File: config.mk
export PLATFORM = sky130hd
export DESIGN_NAME = windowed_pedestal_averager_flat
export DESIGN_NICKNAME = d
export VERILOG_FILES = /design/src/design/wpa_pkg.sv /design/src/design/wpa_in_if.sv /design/src/design/wpa_out_if.sv /design/src/design/wpa_cfg_if.sv /design/src/design/windowed_pedestal_averager.sv /design/src/design/wpa_front.sv /design/src/design/wpa_fifo.sv /design/src/design/wpa_back.sv /design/src/flat_wrapper.sv
export SDC_FILE = /design/constraint.sdc
export NUM_CORES = 1
export LEC_CHECK = 0
export ABC_AREA = 1
export BUFFER_PORTS_ARGS = -buffer_cell sky130_fd_sc_hd__buf_2
export CAP_MARGIN = 20
export CORE_ASPECT_RATIO = 2
export CORE_MARGIN = 3
export CORE_UTILIZATION = 67
export DETAILED_ROUTE_END_ITERATION = 8
export GPL_TIMING_DRIVEN = 1
export MAX_ROUTING_LAYER = met4
export PLACE_DENSITY = 0.85
export SLEW_MARGIN = 40
export SYNTH_ARGS = -nofsm -noshare
export SYNTH_HDL_FRONTEND = slang
export SYNTH_HIERARCHICAL = 1
export SYNTH_SLANG_ARGS = --single-unit
File: constraint.sdc
create_clock -name clk -period 11.72 [get_ports clk]
set_clock_uncertainty 0.1 [all_clocks]
set_input_delay 1.172 -clock clk [delete_from_list [all_inputs] [get_ports clk]]
set_output_delay 1.172 -clock clk [all_outputs]
set_load 0.01 [all_outputs]
File: src/design/wpa_pkg.sv
// Package with the shared widths, codes and types of the windowed pedestal averager.
package wpa_pkg;

  localparam int MAX_TRACE  = 1024;
  localparam int SAMPLE_W   = 12;
  localparam int CNT_W      = $clog2(MAX_TRACE + 1);
  localparam int LEN_W      = 11;
  localparam int SUM_W      = SAMPLE_W + $clog2(MAX_TRACE);
  localparam int FRAC_W     = 8;
  localparam int DVD_W      = SUM_W + FRAC_W;
  localparam int DIV_W      = CNT_W + LEN_W;
  localparam int PED_W      = 20;
  localparam int DIV_CNT_W  = $clog2(DVD_W);
  localparam int FIFO_DEPTH = 2;
  localparam int FIFO_PTR_W = $clog2(FIFO_DEPTH);
  localparam int FIFO_CNT_W = $clog2(FIFO_DEPTH + 1);
  localparam int CFG_IDX_W  = 2;
  localparam int CFG_DATA_W = LEN_W;

  typedef enum logic [CFG_IDX_W-1:0] {
    REG_WINDOW_LEN  = 2'd0,
    REG_PAD_LEN     = 2'd1,
    REG_UNCORR_MODE = 2'd2
  } cfg_reg_t;

  typedef struct packed {
    logic [LEN_W-1:0] window_len;
    logic [LEN_W-1:0] pad_len;
    logic             uncorr;
  } cfg_t;

  // One finished trace, handed from the front end to the back end.
  typedef struct packed {
    logic [SUM_W-1:0] sum;
    logic [CNT_W-1:0] wcount;
    logic [CNT_W-1:0] scount;
    logic [LEN_W-1:0] wl;
    logic             uncorr;
  } job_t;

  typedef enum logic [1:0] {
    BE_IDLE,
    BE_MUL,
    BE_DIV,
    BE_DONE
  } be_state_t;

endpackage

File: src/design/wpa_in_if.sv
// Sample request channel: valid, ready and one trace sample.
interface wpa_in_if;
  import wpa_pkg::*;
  logic                valid;
  logic                ready;
  logic [SAMPLE_W-1:0] sample;
  logic                is_last;
  modport source (output valid, sample, is_last, input ready);
  modport sink   (input valid, sample, is_last, output ready);
endinterface

File: src/design/wpa_out_if.sv
// Result request channel: valid, ready and one pedestal result.
interface wpa_out_if;
  import wpa_pkg::*;
  logic             valid;
  logic             ready;
  logic [PED_W-1:0] pedestal_q8;
  logic [LEN_W-1:0] windows_used;
  logic             no_data;
  modport source (output valid, pedestal_q8, windows_used, no_data, input ready);
  modport sink   (input valid, pedestal_q8, windows_used, no_data, output ready);
endinterface

File: src/design/wpa_cfg_if.sv
// Configuration write channel: valid, ready, register index and write data.
interface wpa_cfg_if;
  import wpa_pkg::*;
  logic                  valid;
  logic                  ready;
  logic [CFG_IDX_W-1:0]  index;
  logic [CFG_DATA_W-1:0] data;
  modport source (output valid, index, data, input ready);
  modport sink   (input valid, index, data, output ready);
endinterface

File: src/design/windowed_pedestal_averager.sv
// Top level of the windowed pedestal averager: configuration registers and the three parts.
//
//   channel  dir  handshake            payload
//   in_ch    in   valid / ready        sample[11:0], is_last
//   out_ch   out  valid / ready        pedestal_q8[19:0], windows_used[10:0], no_data
//   cfg_ch   in   valid / ready        index[1:0], data[10:0]
//
// The front end takes one sample request per cycle while the job queue has room.
// A spaced window is finished by the sample that completes it and is committed when a
// later sample of the trace arrives. After the last sample, a result passes through
// the job pop, the divisor multiply, the bit-serial divider (skipped for an empty
// trace) and the output register load; the divider takes the longest.
// The job queue holds two finished traces, so sample requests stall only when
// both entries are full while the back end is still busy with an earlier trace.
// Reset is synchronous and active low; it restores window_len 16, pad_len 0 and
// whole-trace mode, and clears all trace accumulators.
module windowed_pedestal_averager (
  input  logic      clk,
  input  logic      rst_n,
  wpa_in_if.sink    in_ch,
  wpa_out_if.source out_ch,
  wpa_cfg_if.sink   cfg_ch
);
  import wpa_pkg::*;

  cfg_t cfg_r, cfg_nxt;
  logic cfg_acc;
  logic push_valid, push_ready;
  job_t push_job;
  logic pop_valid, pop_ready;
  job_t pop_job;

  // Writes must be made only while the block is idle (unenforced); the port never stalls.
  assign cfg_ch.ready = 1'b1;
  assign cfg_acc      = cfg_ch.valid && cfg_ch.ready;

  // Each register takes the low bits of the write data; an index beyond the
  // register list is accepted and ignored.
  always_comb begin
    cfg_nxt = cfg_r;
    if (cfg_acc) begin
      unique case (cfg_ch.index)
        REG_WINDOW_LEN:  cfg_nxt.window_len = cfg_ch.data[LEN_W-1:0];
        REG_PAD_LEN:     cfg_nxt.pad_len    = cfg_ch.data[LEN_W-1:0];
        REG_UNCORR_MODE: cfg_nxt.uncorr     = cfg_ch.data[0];
        default:         cfg_nxt = cfg_r;
      endcase
    end
  end

  always_ff @(posedge clk) begin
    if (!rst_n) begin
      cfg_r.window_len <= LEN_W'(16);
      cfg_r.pad_len    <= '0;
      cfg_r.uncorr     <= 1'b0;
    end else begin
      cfg_r <= cfg_nxt;
    end
  end

  // The front end sums samples and windows; the last sample of a trace turns
  // its totals into a job for the queue.
  wpa_front u_front (
    .clk       (clk),
    .rst_n     (rst_n),
    .in_ch     (in_ch),
    .cfg       (cfg_r),
    .job_valid (push_valid),
    .job_ready (push_ready),
    .job       (push_job)
  );

  wpa_fifo u_fifo (
    .clk        (clk),
    .rst_n      (rst_n),
    .push_valid (push_valid),
    .push_ready (push_ready),
    .push_data  (push_job),
    .pop_valid  (pop_valid),
    .pop_ready  (pop_ready),
    .pop_data   (pop_job)
  );

  // Back end divides the sum by samples, or windows x length, overlapping the next trace.
  wpa_back u_back (
    .clk       (clk),
    .rst_n     (rst_n),
    .job_valid (pop_valid),
    .job_pop   (pop_ready),
    .job_in    (pop_job),
    .out_ch    (out_ch)
  );

endmodule

File: src/design/wpa_front.sv
// Front end: accumulates samples, whole-trace or into windows, and emits one job per trace.
module wpa_front (
  input  logic          clk,
  input  logic          rst_n,
  wpa_in_if.sink        in_ch,
  input  wpa_pkg::cfg_t cfg,
  output logic          job_valid,
  input  logic          job_ready,
  output wpa_pkg::job_t job
);
  import wpa_pkg::*;

  logic [SUM_W-1:0] commit_r,   commit_nxt;
  logic [SUM_W-1:0] pend_sum_r, pend_sum_nxt;
  logic             pend_v_r,   pend_v_nxt;
  logic [CNT_W-1:0] wcount_r,   wcount_nxt;
  logic [CNT_W-1:0] scount_r,   scount_nxt;
  logic [LEN_W-1:0] phase_r,    phase_nxt;
  logic             pad_r,      pad_nxt;

  logic             in_acc;
  logic [LEN_W-1:0] wl_eff;
  logic [LEN_W:0]   ph_inc;

  assign in_acc      = in_ch.valid && in_ch.ready;
  assign in_ch.ready = job_ready;
  assign job_valid   = in_ch.valid && in_ch.is_last;
  assign wl_eff      = (cfg.window_len == '0) ? LEN_W'(1) : cfg.window_len;
  assign ph_inc      = {1'b0, phase_r} + (LEN_W+1)'(1);

  always_comb begin
    logic [SUM_W-1:0] pend_base;
    commit_nxt   = commit_r;
    pend_sum_nxt = pend_sum_r;
    pend_v_nxt   = pend_v_r;
    wcount_nxt   = wcount_r;
    scount_nxt   = scount_r;
    phase_nxt    = phase_r;
    pad_nxt      = pad_r;
    pend_base    = pend_sum_r;
    if (in_acc && (scount_r < CNT_W'(MAX_TRACE))) begin
      scount_nxt = scount_r + CNT_W'(1);
      if (cfg.uncorr) begin
        // A finished window is committed once a later sample shows up.
        if (pend_v_r) begin
          commit_nxt = commit_r + pend_sum_r;
          wcount_nxt = wcount_r + CNT_W'(1);
          pend_base  = '0;
          pend_v_nxt = 1'b0;
        end
        pend_sum_nxt = pend_base;
        if (pad_r) begin
          if (ph_inc >= {1'b0, cfg.pad_len}) begin
            phase_nxt = '0;
            pad_nxt   = 1'b0;
          end else begin
            phase_nxt = ph_inc[LEN_W-1:0];
          end
        end else begin
          pend_sum_nxt = pend_base + SUM_W'(in_ch.sample);
          if (ph_inc >= {1'b0, wl_eff}) begin
            pend_v_nxt = 1'b1;
            phase_nxt  = '0;
            pad_nxt    = (cfg.pad_len != '0);
          end else begin
            phase_nxt = ph_inc[LEN_W-1:0];
          end
        end
      end else begin
        commit_nxt = commit_r + SUM_W'(in_ch.sample);
      end
    end
    job.sum    = commit_nxt;
    job.wcount = wcount_nxt;
    job.scount = scount_nxt;
    job.wl     = wl_eff;
    job.uncorr = cfg.uncorr;
    if (in_acc && in_ch.is_last) begin
      commit_nxt   = '0;
      pend_sum_nxt = '0;
      pend_v_nxt   = 1'b0;
      wcount_nxt   = '0;
      scount_nxt   = '0;
      phase_nxt    = '0;
      pad_nxt      = 1'b0;
    end
  end

  always_ff @(posedge clk) begin
    if (!rst_n) begin
      commit_r   <= '0;
      pend_sum_r <= '0;
      pend_v_r   <= 1'b0;
      wcount_r   <= '0;
      scount_r   <= '0;
      phase_r    <= '0;
      pad_r      <= 1'b0;
    end else begin
      commit_r   <= commit_nxt;
      pend_sum_r <= pend_sum_nxt;
      pend_v_r   <= pend_v_nxt;
      wcount_r   <= wcount_nxt;
      scount_r   <= scount_nxt;
      phase_r    <= phase_nxt;
      pad_r      <= pad_nxt;
    end
  end

  a_trace_cleared: assert property (@(posedge clk) disable iff (!rst_n)
    (in_acc && in_ch.is_last) |=> (scount_r == '0 && wcount_r == '0 && !pend_v_r))
    else $error("trace state not cleared after the last sample");

endmodule

File: src/design/wpa_fifo.sv
// Short job queue between the front end and the back end.
module wpa_fifo (
  input  logic          clk,
  input  logic          rst_n,
  input  logic          push_valid,
  output logic          push_ready,
  input  wpa_pkg::job_t push_data,
  output logic          pop_valid,
  input  logic          pop_ready,
  output wpa_pkg::job_t pop_data
);
  import wpa_pkg::*;

  job_t                  mem_r [FIFO_DEPTH];
  logic [FIFO_PTR_W-1:0] wr_ptr_r, wr_ptr_nxt;
  logic [FIFO_PTR_W-1:0] rd_ptr_r, rd_ptr_nxt;
  logic [FIFO_CNT_W-1:0] cnt_r,    cnt_nxt;
  logic                  push, pop;

  assign push_ready = (cnt_r != FIFO_CNT_W'(FIFO_DEPTH));
  assign pop_valid  = (cnt_r != '0);
  assign pop_data   = mem_r[rd_ptr_r];
  assign push       = push_valid && push_ready;
  assign pop        = pop_valid && pop_ready;

  always_comb begin
    wr_ptr_nxt = wr_ptr_r;
    rd_ptr_nxt = rd_ptr_r;
    cnt_nxt    = cnt_r;
    if (push) begin
      wr_ptr_nxt = (wr_ptr_r == FIFO_PTR_W'(FIFO_DEPTH-1)) ? '0 : wr_ptr_r + FIFO_PTR_W'(1);
    end
    if (pop) begin
      rd_ptr_nxt = (rd_ptr_r == FIFO_PTR_W'(FIFO_DEPTH-1)) ? '0 : rd_ptr_r + FIFO_PTR_W'(1);
    end
    if (push && !pop) begin
      cnt_nxt = cnt_r + FIFO_CNT_W'(1);
    end else if (pop && !push) begin
      cnt_nxt = cnt_r - FIFO_CNT_W'(1);
    end
  end

  always_ff @(posedge clk) begin
    if (!rst_n) begin
      wr_ptr_r <= '0;
      rd_ptr_r <= '0;
      cnt_r    <= '0;
    end else begin
      wr_ptr_r <= wr_ptr_nxt;
      rd_ptr_r <= rd_ptr_nxt;
      cnt_r    <= cnt_nxt;
    end
  end

  always_ff @(posedge clk) begin
    if (push) begin
      mem_r[wr_ptr_r] <= push_data;
    end
  end

endmodule

File: src/design/wpa_back.sv
// Back end: forms the divisor, divides one bit per cycle and holds the result.
module wpa_back (
  input  logic          clk,
  input  logic          rst_n,
  input  logic          job_valid,
  output logic          job_pop,
  input  wpa_pkg::job_t job_in,
  wpa_out_if.source     out_ch
);
  import wpa_pkg::*;

  be_state_t            st_r,     st_nxt;
  job_t                 job_r,    job_nxt;
  logic [DIV_W-1:0]     div_r,    div_nxt;
  logic [DIV_W-1:0]     rem_r,    rem_nxt;
  logic [DVD_W-1:0]     dvd_r,    dvd_nxt;
  logic [DIV_CNT_W-1:0] cnt_r,    cnt_nxt;
  logic                 nodata_r, nodata_nxt;
  logic [LEN_W-1:0]     wins_r,   wins_nxt;
  logic                 oval_r,   oval_nxt;
  logic [PED_W-1:0]     oped_r,   oped_nxt;
  logic [LEN_W-1:0]     owins_r,  owins_nxt;
  logic                 ond_r,    ond_nxt;

  logic [DIV_W:0]       rem_sh, rem_sub;
  logic                 ge;

  assign rem_sh  = {rem_r, dvd_r[DVD_W-1]};
  assign rem_sub = rem_sh - {1'b0, div_r};
  assign ge      = (rem_sh >= {1'b0, div_r});

  assign out_ch.valid        = oval_r;
  assign out_ch.pedestal_q8  = oped_r;
  assign out_ch.windows_used = owins_r;
  assign out_ch.no_data      = ond_r;

  always_comb begin
    st_nxt     = st_r;
    job_nxt    = job_r;
    div_nxt    = div_r;
    rem_nxt    = rem_r;
    dvd_nxt    = dvd_r;
    cnt_nxt    = cnt_r;
    nodata_nxt = nodata_r;
    wins_nxt   = wins_r;
    oval_nxt   = oval_r;
    oped_nxt   = oped_r;
    owins_nxt  = owins_r;
    ond_nxt    = ond_r;
    job_pop    = 1'b0;
    if (oval_r && out_ch.ready) begin
      oval_nxt = 1'b0;
    end
    unique case (st_r)
      BE_IDLE: begin
        if (job_valid) begin
          job_pop = 1'b1;
          job_nxt = job_in;
          st_nxt  = BE_MUL;
        end
      end
      BE_MUL: begin
        div_nxt    = job_r.uncorr ? (DIV_W'(job_r.wcount) * DIV_W'(job_r.wl))
                                  : DIV_W'(job_r.scount);
        wins_nxt   = job_r.uncorr ? LEN_W'(job_r.wcount) : LEN_W'(1);
        nodata_nxt = job_r.uncorr ? (job_r.wcount == '0) : (job_r.scount == '0);
        dvd_nxt    = {job_r.sum, FRAC_W'(0)};
        rem_nxt    = '0;
        cnt_nxt    = '0;
        st_nxt     = nodata_nxt ? BE_DONE : BE_DIV;
      end
      BE_DIV: begin
        rem_nxt = ge ? rem_sub[DIV_W-1:0] : rem_sh[DIV_W-1:0];
        dvd_nxt = {dvd_r[DVD_W-2:0], ge};
        cnt_nxt = cnt_r + DIV_CNT_W'(1);
        if (cnt_r == DIV_CNT_W'(DVD_W-1)) begin
          st_nxt = BE_DONE;
        end
      end
      BE_DONE: begin
        if (!oval_r || out_ch.ready) begin
          oval_nxt  = 1'b1;
          ond_nxt   = nodata_r;
          owins_nxt = nodata_r ? '0 : wins_r;
          if (nodata_r) begin
            oped_nxt = '0;
          end else if (|dvd_r[DVD_W-1:PED_W]) begin
            oped_nxt = '1;
          end else begin
            oped_nxt = dvd_r[PED_W-1:0];
          end
          st_nxt = BE_IDLE;
        end
      end
      default: st_nxt = BE_IDLE;
    endcase
  end

  always_ff @(posedge clk) begin
    if (!rst_n) begin
      st_r   <= BE_IDLE;
      oval_r <= 1'b0;
    end else begin
      st_r   <= st_nxt;
      oval_r <= oval_nxt;
    end
  end

  always_ff @(posedge clk) begin
    job_r    <= job_nxt;
    div_r    <= div_nxt;
    rem_r    <= rem_nxt;
    dvd_r    <= dvd_nxt;
    cnt_r    <= cnt_nxt;
    nodata_r <= nodata_nxt;
    wins_r   <= wins_nxt;
    oped_r   <= oped_nxt;
    owins_r  <= owins_nxt;
    ond_r    <= ond_nxt;
  end

  a_nodata_zero: assert property (@(posedge clk) disable iff (!rst_n)
    (oval_r && ond_r) |-> (oped_r == '0 && owins_r == '0))
    else $error("empty trace result carries a non-zero value");

  a_div_nonzero: assert property (@(posedge clk) disable iff (!rst_n)
    (st_r == BE_DIV) |-> (div_r != '0))
    else $error("division started with a zero divisor");

  a_div_length: assert property (@(posedge clk) disable iff (!rst_n)
    (st_r == BE_DIV && cnt_r != DIV_CNT_W'(DVD_W-1)) |=> (st_r == BE_DIV))
    else $error("division left before all quotient bits were formed");

endmodule

File: src/flat_wrapper.sv
// flat-port wrapper written by rule: the top's interface ports become plain ports
module windowed_pedestal_averager_flat import wpa_pkg::*;
  (clk, rst_n, in_ch_valid, in_ch_sample, in_ch_is_last, in_ch_ready, out_ch_valid, out_ch_pedestal_q8, out_ch_windows_used, out_ch_no_data, out_ch_ready, cfg_ch_valid, cfg_ch_index, cfg_ch_data, cfg_ch_ready);
  wpa_in_if in_ch_i ();
  wpa_out_if out_ch_i ();
  wpa_cfg_if cfg_ch_i ();
  input  logic clk;
  input  logic rst_n;
  input wire logic [$bits(in_ch_i.valid)-1:0] in_ch_valid;
  input wire logic [$bits(in_ch_i.sample)-1:0] in_ch_sample;
  input wire logic [$bits(in_ch_i.is_last)-1:0] in_ch_is_last;
  output wire logic [$bits(in_ch_i.ready)-1:0] in_ch_ready;
  output wire logic [$bits(out_ch_i.valid)-1:0] out_ch_valid;
  output wire logic [$bits(out_ch_i.pedestal_q8)-1:0] out_ch_pedestal_q8;
  output wire logic [$bits(out_ch_i.windows_used)-1:0] out_ch_windows_used;
  output wire logic [$bits(out_ch_i.no_data)-1:0] out_ch_no_data;
  input wire logic [$bits(out_ch_i.ready)-1:0] out_ch_ready;
  input wire logic [$bits(cfg_ch_i.valid)-1:0] cfg_ch_valid;
  input wire logic [$bits(cfg_ch_i.index)-1:0] cfg_ch_index;
  input wire logic [$bits(cfg_ch_i.data)-1:0] cfg_ch_data;
  output wire logic [$bits(cfg_ch_i.ready)-1:0] cfg_ch_ready;
  assign in_ch_i.valid = in_ch_valid;
  assign in_ch_i.sample = in_ch_sample;
  assign in_ch_i.is_last = in_ch_is_last;
  assign in_ch_ready = in_ch_i.ready;
  assign out_ch_valid = out_ch_i.valid;
  assign out_ch_pedestal_q8 = out_ch_i.pedestal_q8;
  assign out_ch_windows_used = out_ch_i.windows_used;
  assign out_ch_no_data = out_ch_i.no_data;
  assign out_ch_i.ready = out_ch_ready;
  assign cfg_ch_i.valid = cfg_ch_valid;
  assign cfg_ch_i.index = cfg_ch_index;
  assign cfg_ch_i.data = cfg_ch_data;
  assign cfg_ch_ready = cfg_ch_i.ready;
  windowed_pedestal_averager u_core (.clk(clk), .rst_n(rst_n), .in_ch(in_ch_i), .out_ch(out_ch_i), .cfg_ch(cfg_ch_i));
endmodule
==> results of run 1 <==
## flip-flops by register name (all words and copies together), names as in the netlist, named ones only
name,cells
u_core/u_back/out_ch.valid,1
u_core/u_back/st_r,2
u_core/u_front/pend_sum_r,22
u_core/u_fifo/mem_r,112
u_core/u_back/out_ch.pedestal_q8,20
u_core/u_fifo/rd_ptr_r,1
u_core/u_back/dvd_r,30
u_core/cfg_r,23
u_core/u_front/pad_r,1
u_core/u_front/scount_r,11
u_core/u_front/phase_r,11
u_core/u_back/div_r,22
u_core/u_back/cnt_r,5
u_core/u_back/job_r,56
u_core/u_fifo/cnt_r,2
u_core/u_back/nodata_r,1
u_core/u_back/out_ch.no_data,1
u_core/u_front/commit_r,22
u_core/u_fifo/wr_ptr_r,1
u_core/u_back/out_ch.windows_used,11
u_core/u_front/pend_v_r,1
u_core/u_back/rem_r,22
u_core/u_front/wcount_r,11
u_core/u_back/wins_r,11
## worst min-delay path by stage
stage,startpoint,end,slack (ns),cells after the start
2_1_floorplan,u_core/cfg_r[12],u_core/cfg_r[12],0.35,2
3_3_place_gp,u_core/cfg_r[14],u_core/u_fifo/mem_r[0][3],0.38,0
3_5_place_dp,u_core/u_front/pend_sum_r[9],u_core/u_front/pend_sum_r[9],0.39,2
4_1_cts,u_core/u_front/pend_sum_r[9],u_core/u_front/pend_sum_r[9],0.40,2
5_1_grt,u_core/u_front/phase_r[4],u_core/u_front/phase_r[4],0.43,2
6_report,u_core/cfg_r[14],u_core/u_fifo/mem_r[0][3],0.40,0
## synth_stat cells, types with 3 or more instances
cell type	n	area, sq um
nor2_2	7	43.8
o21ai_1	20	100
nand3_2	13	130
a31oi_1	7	43.8
nand4_1	25	156
xnor2_1	13	114
nor2_4	9	101
buf_6	7	78.8
ha_1	160	2000
nand3_1	154	771
inv_1	577	2170
xor2_1	42	368
nand2_2	11	68.8
dfxtp_1	110	2200
buf_1	4	15.0
a21oi_2	10	87.6
mux2_2	16	180
buf_2	12	60.1
a21o_1	6	45.0
nand2_1	791	2970
mux2_4	40	601
o211ai_1	3	22.5
fa_1	84	1680
a21oi_1	152	761
nor3_2	3	30.0
nor3_1	33	165
buf_4	4	30.0
o21bai_1	12	90.1
nand3b_1	9	67.6
clkinv_1	4	15.0
edfxtp_1	291	8740
inv_2	11	41.3
nor2_1	292	1100
and2_1	8	50.1
or2_2	11	68.8
clkbuf_1	70	263
o21a_1	7	52.6
o21ai_0	88	440
nor4_1	10	62.6
a22oi_1	4	30.0
## cells by family after synthesis
| family | Yosys count | share of synthesized area (%) |
|---|---|---|
| compound gates | 318 | 6.65 |
| xor+xnor | 55 | 1.83 |
| fa+ha+maj | 244 | 14.0 |
| buf+inv | 693 | 10.3 |
| flops | 401 | 41.7 |
| mux | 56 | 2.97 |
| other cells | 1 | 0.0143 |
| simple gates | 1388 | 22.5 |
## stage by stage
stage / utilization [%] / std cells / setup WS [ns] / cell area (sq um) / hold WS, ns
2_1_floorplan: - / 3156 / 6.89 / 26300 / 0.354
3_3_place_gp: 69.5 / 3650 / 6.62 / 26900 / 0.376
3_5_place_dp: 69.6 / 3652 / 6.51 / 26900 / 0.387
4_1_cts: 72.6 / 3716 / 6.47 / 28100 / 0.398
5_1_grt: 72.6 / 3717 / 6.13 / 28100 / 0.431
6_report: 72.6 / 3717 / 6.47 / 28100 / 0.401
## metal layers
metal / GRT usage, % / share of wire (%) / vias to the layer above
met5: - / 0 / -
met4: 25.7 / 9.5 / 0
met3: 4.01 / 4.9 / 344
met2: 62.0 / 53 / 842
met1: 31.5 / 32 / 9697
li1: - / - / 10000
## final cells by class
type | instances | area, sq um | area share (%)
Timing Repair Buffer | 78 | 457 | 1.63
Multi-Input combinational cell | 2062 | 12700 | 45.1
Clock inverter | 20 | 215 | 0.766
Clock buffer | 44 | 940 | 3.35
Sequential cell | 401 | 10900 | 39.0
Inverter | 592 | 2220 | 7.92
Tap cell | 520 | 651 | 2.32
==> results.toml, run 1 <==
[routing]
wire_per_inst_microns = 18.6
drt_iter0_drc = 1658
wl_microns = 69000
vias_per_cell = 5.63
ant_nets = 0
route.vias.total = 20900
drc = 0
drt-pass1-iter-count = 8

[setup_path]
endpoint = "u_core/u_back/div_r[21]"
critPathLaunch = "u_core/u_back/job_r[28]"
r2r_end = "u_core/u_back/div_r[21]"
critPathKind = "reg -> reg"
cp.required_ns = 11.91
r2r_start = "u_core/u_back/job_r[28]"
reg2reg_depth = 20
path_max_fanout = 13
critical-path-slowest-cell = "edfxtp_1"
crit_arrival_ns = 5.43
worst_setup_path_end_kind = "flip-flop"
crit_family = "adder cells"
start_kind = "flip-flop"
cpPeakStageDelay_ns = 0.61
ff2ff_setup_slack_ns = 6.47
crit_top_cell = "inv_1"
crit_cells = 20
cp_num_buf_inv = 6
cp_cell_sequence = "nand2_1 -> inv_1 -> fa_1 -> inv_1 -> fa_1 -> inv_1 -> fa_1 -> inv_1 -> fa_1 -> inv_1 -> ha_1 -> ha_1 -> nand2_1 -> inv_1 -> a21boi_0 -> nor2_1 -> nor2_1 -> nand3_1 -> nand2_1 -> nor2_1"

[timing]
fmax_ghz = 0.191
setup_viol = 0
worstMarginPinSlew_ns = 0.833
rsz0062_at_grt = "no"
hold_viol = 0
slew_headroom_pct = 44.4
maxSlewViolCount = 0
fin_crit_sh_pct = 44.8
tns_ns = 0
period_minus_slack_ns = 5.25

[die]
die-height_microns = 286
std_cell_rows = 102
dieArea_sq_mm = 0.0418
start_util_pct = 67.9
core_sq_mm = 0.0387
io_pins = 66
die_x_microns = 146

[yosys]
ys_seq_elements = 401
ys.flop_type = "edfxtp_1"
async_flop_share_pct = 0
ys_types = 60
syn_inst = 3156
syn_area_per_cell_sq_um = 8.32
synth-edff-count = 291
synth-seq-area-share_pct = 41.7
synth_nets = 3431
yosysWarningCount = 6
syn-cell-area_sq_mm = 0.0263

[cells_and_area]
areaGrowthSynthToFinish_pct = 6.95
num_antenna_cells = 0
layout_commonest_cell = "nand2_1"
layout.nets = 3445
fill_cells = 2949
drive_above_1_share_pct = 8.91
final_cell_mix = "nand2_1 (791), inv_1 (576), edfxtp_1 (291), nor2_1 (290), ha_1 (158)"

[global_routing]
antenna_found_initial = 0
grt_max_degree = 63
grt_pass1_vias = 21500
grt_use_total_pct = 33.7
grt-ovfl-total = 0
grt_pass1_wl_microns = 109000

[hold_path]
hold_class = "reg -> reg"

[clock_tree]
clk_latency_ns = 0.55
cts_root_buf = "clkbuf_16"
cts_sinks = 401
cts_hold_buf = 0
ctsHtreeMaxLevel = 2
ctsResizeCount = 0
cts_setup_buffers = 0
numCtsBuffers = 35
cts_tree = "yes"
clk_pin_slew_worst_paths_ns = 0.07
clk_path_buf_depth = 3

[run]
maxCapViolations = 0

[run_status]
status = "completed"

[placed_design]
portBuffers = 64
gp_congestion = 1.02
hpwl_microns = 51800
Power of run 1 is not shown: default switching activity piles up to over one toggle a cycle in this logic, so the estimate is an artifact.
==> run 2: changes to the inputs <==
CORE_UTILIZATION = 64   (was 67)
PLACE_DENSITY = 0.81   (was 0.85)
clock period = 4.9 ns   (was 11.72 ns; I/O delays follow)
==> results.toml, run 2 (same netlist as run 1, synthesis figures left out) <==
[timing]
rsz0062_at_grt = "yes"
fin_crit_sh_pct = 98.2
period_minus_slack_ns = 4.81
setup_viol = 0
worstMarginPinSlew_ns = 0.860
worst_slack_ns = 0.0874
maxSlewViolCount = 0
hold_viol = 0
fmax_ghz = 0.208
slew_headroom_pct = 42.6

[global_routing]
grt_max_degree = 63
grt_pass1_wl_microns = 108000
antenna_found_initial = 1
grt_use_total_pct = 32.4
grt-ovfl-total = 0
grt_pass1_vias = 21500

[cells_and_area]
multi_input_area_sq_mm = 0.0130
drive_above_1_share_pct = 13.2
largest_register_ff_count = 112
final_cell_mix = "nand2_1 (773), inv_1 (570), edfxtp_1 (291), nor2_1 (285), nand3_1 (151)"
layout.nets = 3531
final-seq-area_sq_mm = 0.0109
areaGrowthSynthToFinish_pct = 10.9
fill_cells = 3040
largest_register = "u_core/u_fifo/mem_r"
reg_top3 = "u_core/u_fifo/mem_r x112, u_core/u_back/job_r x56, u_core/u_back/dvd_r x30"
layout_commonest_cell = "nand2_1"

[routing]
drt-pass1-iter-count = 6
wl_microns = 69300
wire_per_inst_microns = 18.2
drc = 0
route.vias.total = 21100
vias_per_cell = 5.53
ant_nets = 0
drt_iter0_drc = 1631

[clock_tree]
ctsHtreeMaxLevel = 2
cts_sinks = 401
cts_hold_buf = 0
clk_pin_slew_worst_paths_ns = 0.06
cts_tree = "yes"
clk_path_buf_depth = 3
numCtsBuffers = 36
clk_latency_ns = 0.54
cts_root_buf = "clkbuf_16"

[setup_path]
worst_setup_path_end_kind = "flip-flop"
r2r_end = "u_core/u_back/div_r[9]"
path_max_fanout = 5
crit_arrival_ns = 4.96
cp.required_ns = 5.04
critPathKind = "reg -> reg"
reg2reg_depth = 19
ff2ff_setup_slack_ns = 0.09
start_kind = "flip-flop"
r2r_start = "u_core/u_back/job_r[5]"

[run]
maxCapViolations = 0

[die]
std_cell_rows = 104
io_pins = 66
die-height_microns = 292
dieArea_sq_mm = 0.0437
core_sq_mm = 0.0403
die_x_microns = 149
start_util_pct = 65.1

[run_status]
status = "completed"

[hold_path]
hold_path_depth = 3
worstHoldStart = "cfg_ch_data[6]"
hold_class = "in -> reg"
hold-path-endpoint = "u_core/cfg_r[7]"

[placed_design]
dp_slack_ns = -0.0964
gp_congestion = 1.04
hpwl_microns = 52800
portBuffers = 64
[run 2: changes by cell type in the layout (fill, tap and decap cells not counted), moves of 7 or more]
cell     delta
buf_6       +7
ha_4       +13
buf_4      +79
a21oi_1     -8
ha_1       -15
nand2_2    +16
a21oi_2     +7
nand2_1    -18
[run 2: metrics by stage]
| step | util, % | hold slack [ns] | cell area [sq um] | std cells | setup TNS, ns |
|---|---|---|---|---|---|
| 4_1_cts | 71.0 | 0.0794 | 28700 | 3793 | 0 |
| 3_3_place_gp | 67.7 | 0.369 | 27300 | 3717 | -0.0132 |
| 3_5_place_dp | 67.8 | 0.375 | 27400 | 3719 | -0.433 |
| 5_1_grt | 72.2 | 0.112 | 29100 | 3815 | -0.193 |
| 2_1_floorplan | - | 0.354 | 26300 | 3156 | 0 |
| 6_report | 72.2 | 0.102 | 29100 | 3815 | 0 |
[run 2: layer usage]
| metal | GRT usage, % | up-vias | routed length (microns) |
|---|---|---|---|
| met5 | - | - | 0 |
| met4 | 23.5 | 0 | 6200 |
| met3 | 3.84 | 306 | 2950 |
| met2 | 60.1 | 708 | 37300 |
| met1 | 29.6 | 9864 | 22900 |
| li1 | - | 10200 | - |
[run 2: worst max path at each step]
stage	start	slack [ns]	end	depth (start not counted)
floorplan	u_core/u_back/job_r[23]	0.07	u_core/u_back/div_r[20]	18
global placement	u_core/u_back/job_r[26]	-0.007	u_core/u_back/div_r[20]	17
detailed placement	u_core/u_back/job_r[26]	-0.1	u_core/u_back/div_r[21]	19
CTS	u_core/u_back/job_r[26]	0.001	u_core/u_back/div_r[18]	18
global route	u_core/u_back/job_r[31]	-0.06	u_core/u_back/div_r[19]	18
finish	u_core/u_back/job_r[5]	0.09	u_core/u_back/div_r[9]	19
[run 2: cell type report]
| cell class | instances | area share, % |
|---|---|---|
| Antenna cell | 1 | 0.00859 |
| Clock buffer | 45 | 3.39 |
| Clock inverter | 21 | 0.700 |
| Inverter | 592 | 7.63 |
| Multi-Input combinational cell | 2062 | 44.6 |
| Sequential cell | 401 | 37.6 |
| Tap cell | 530 | 2.28 |
| Timing Repair Buffer | 163 | 3.82 |
[run 2: what timing repair did]
item	CTS	global route
resized for setup	12	76
setup buffers	8	21
setup endpoints to repair	8	16
pin swaps	3	51
[run 2: worst max-delay path, stage by stage, from the launching register on]
cell and delay, ns:
edfxtp_1 0.46, buf_4 0.17, buf_4 0.15, nand2_1 0.06, inv_1 0.05, fa_1 0.48
ha_2 0.22, fa_1 0.54, inv_1 0.05, fa_1 0.47, fa_1 0.54, inv_1 0.06
ha_4 0.31, nand4_1 0.13, nor2_1 0.16, buf_4 0.13, nor2_1 0.05, xor2_1 0.15
buf_4 0.16, o21ai_0 0.08
Power of run 2 is left out for the same reason.
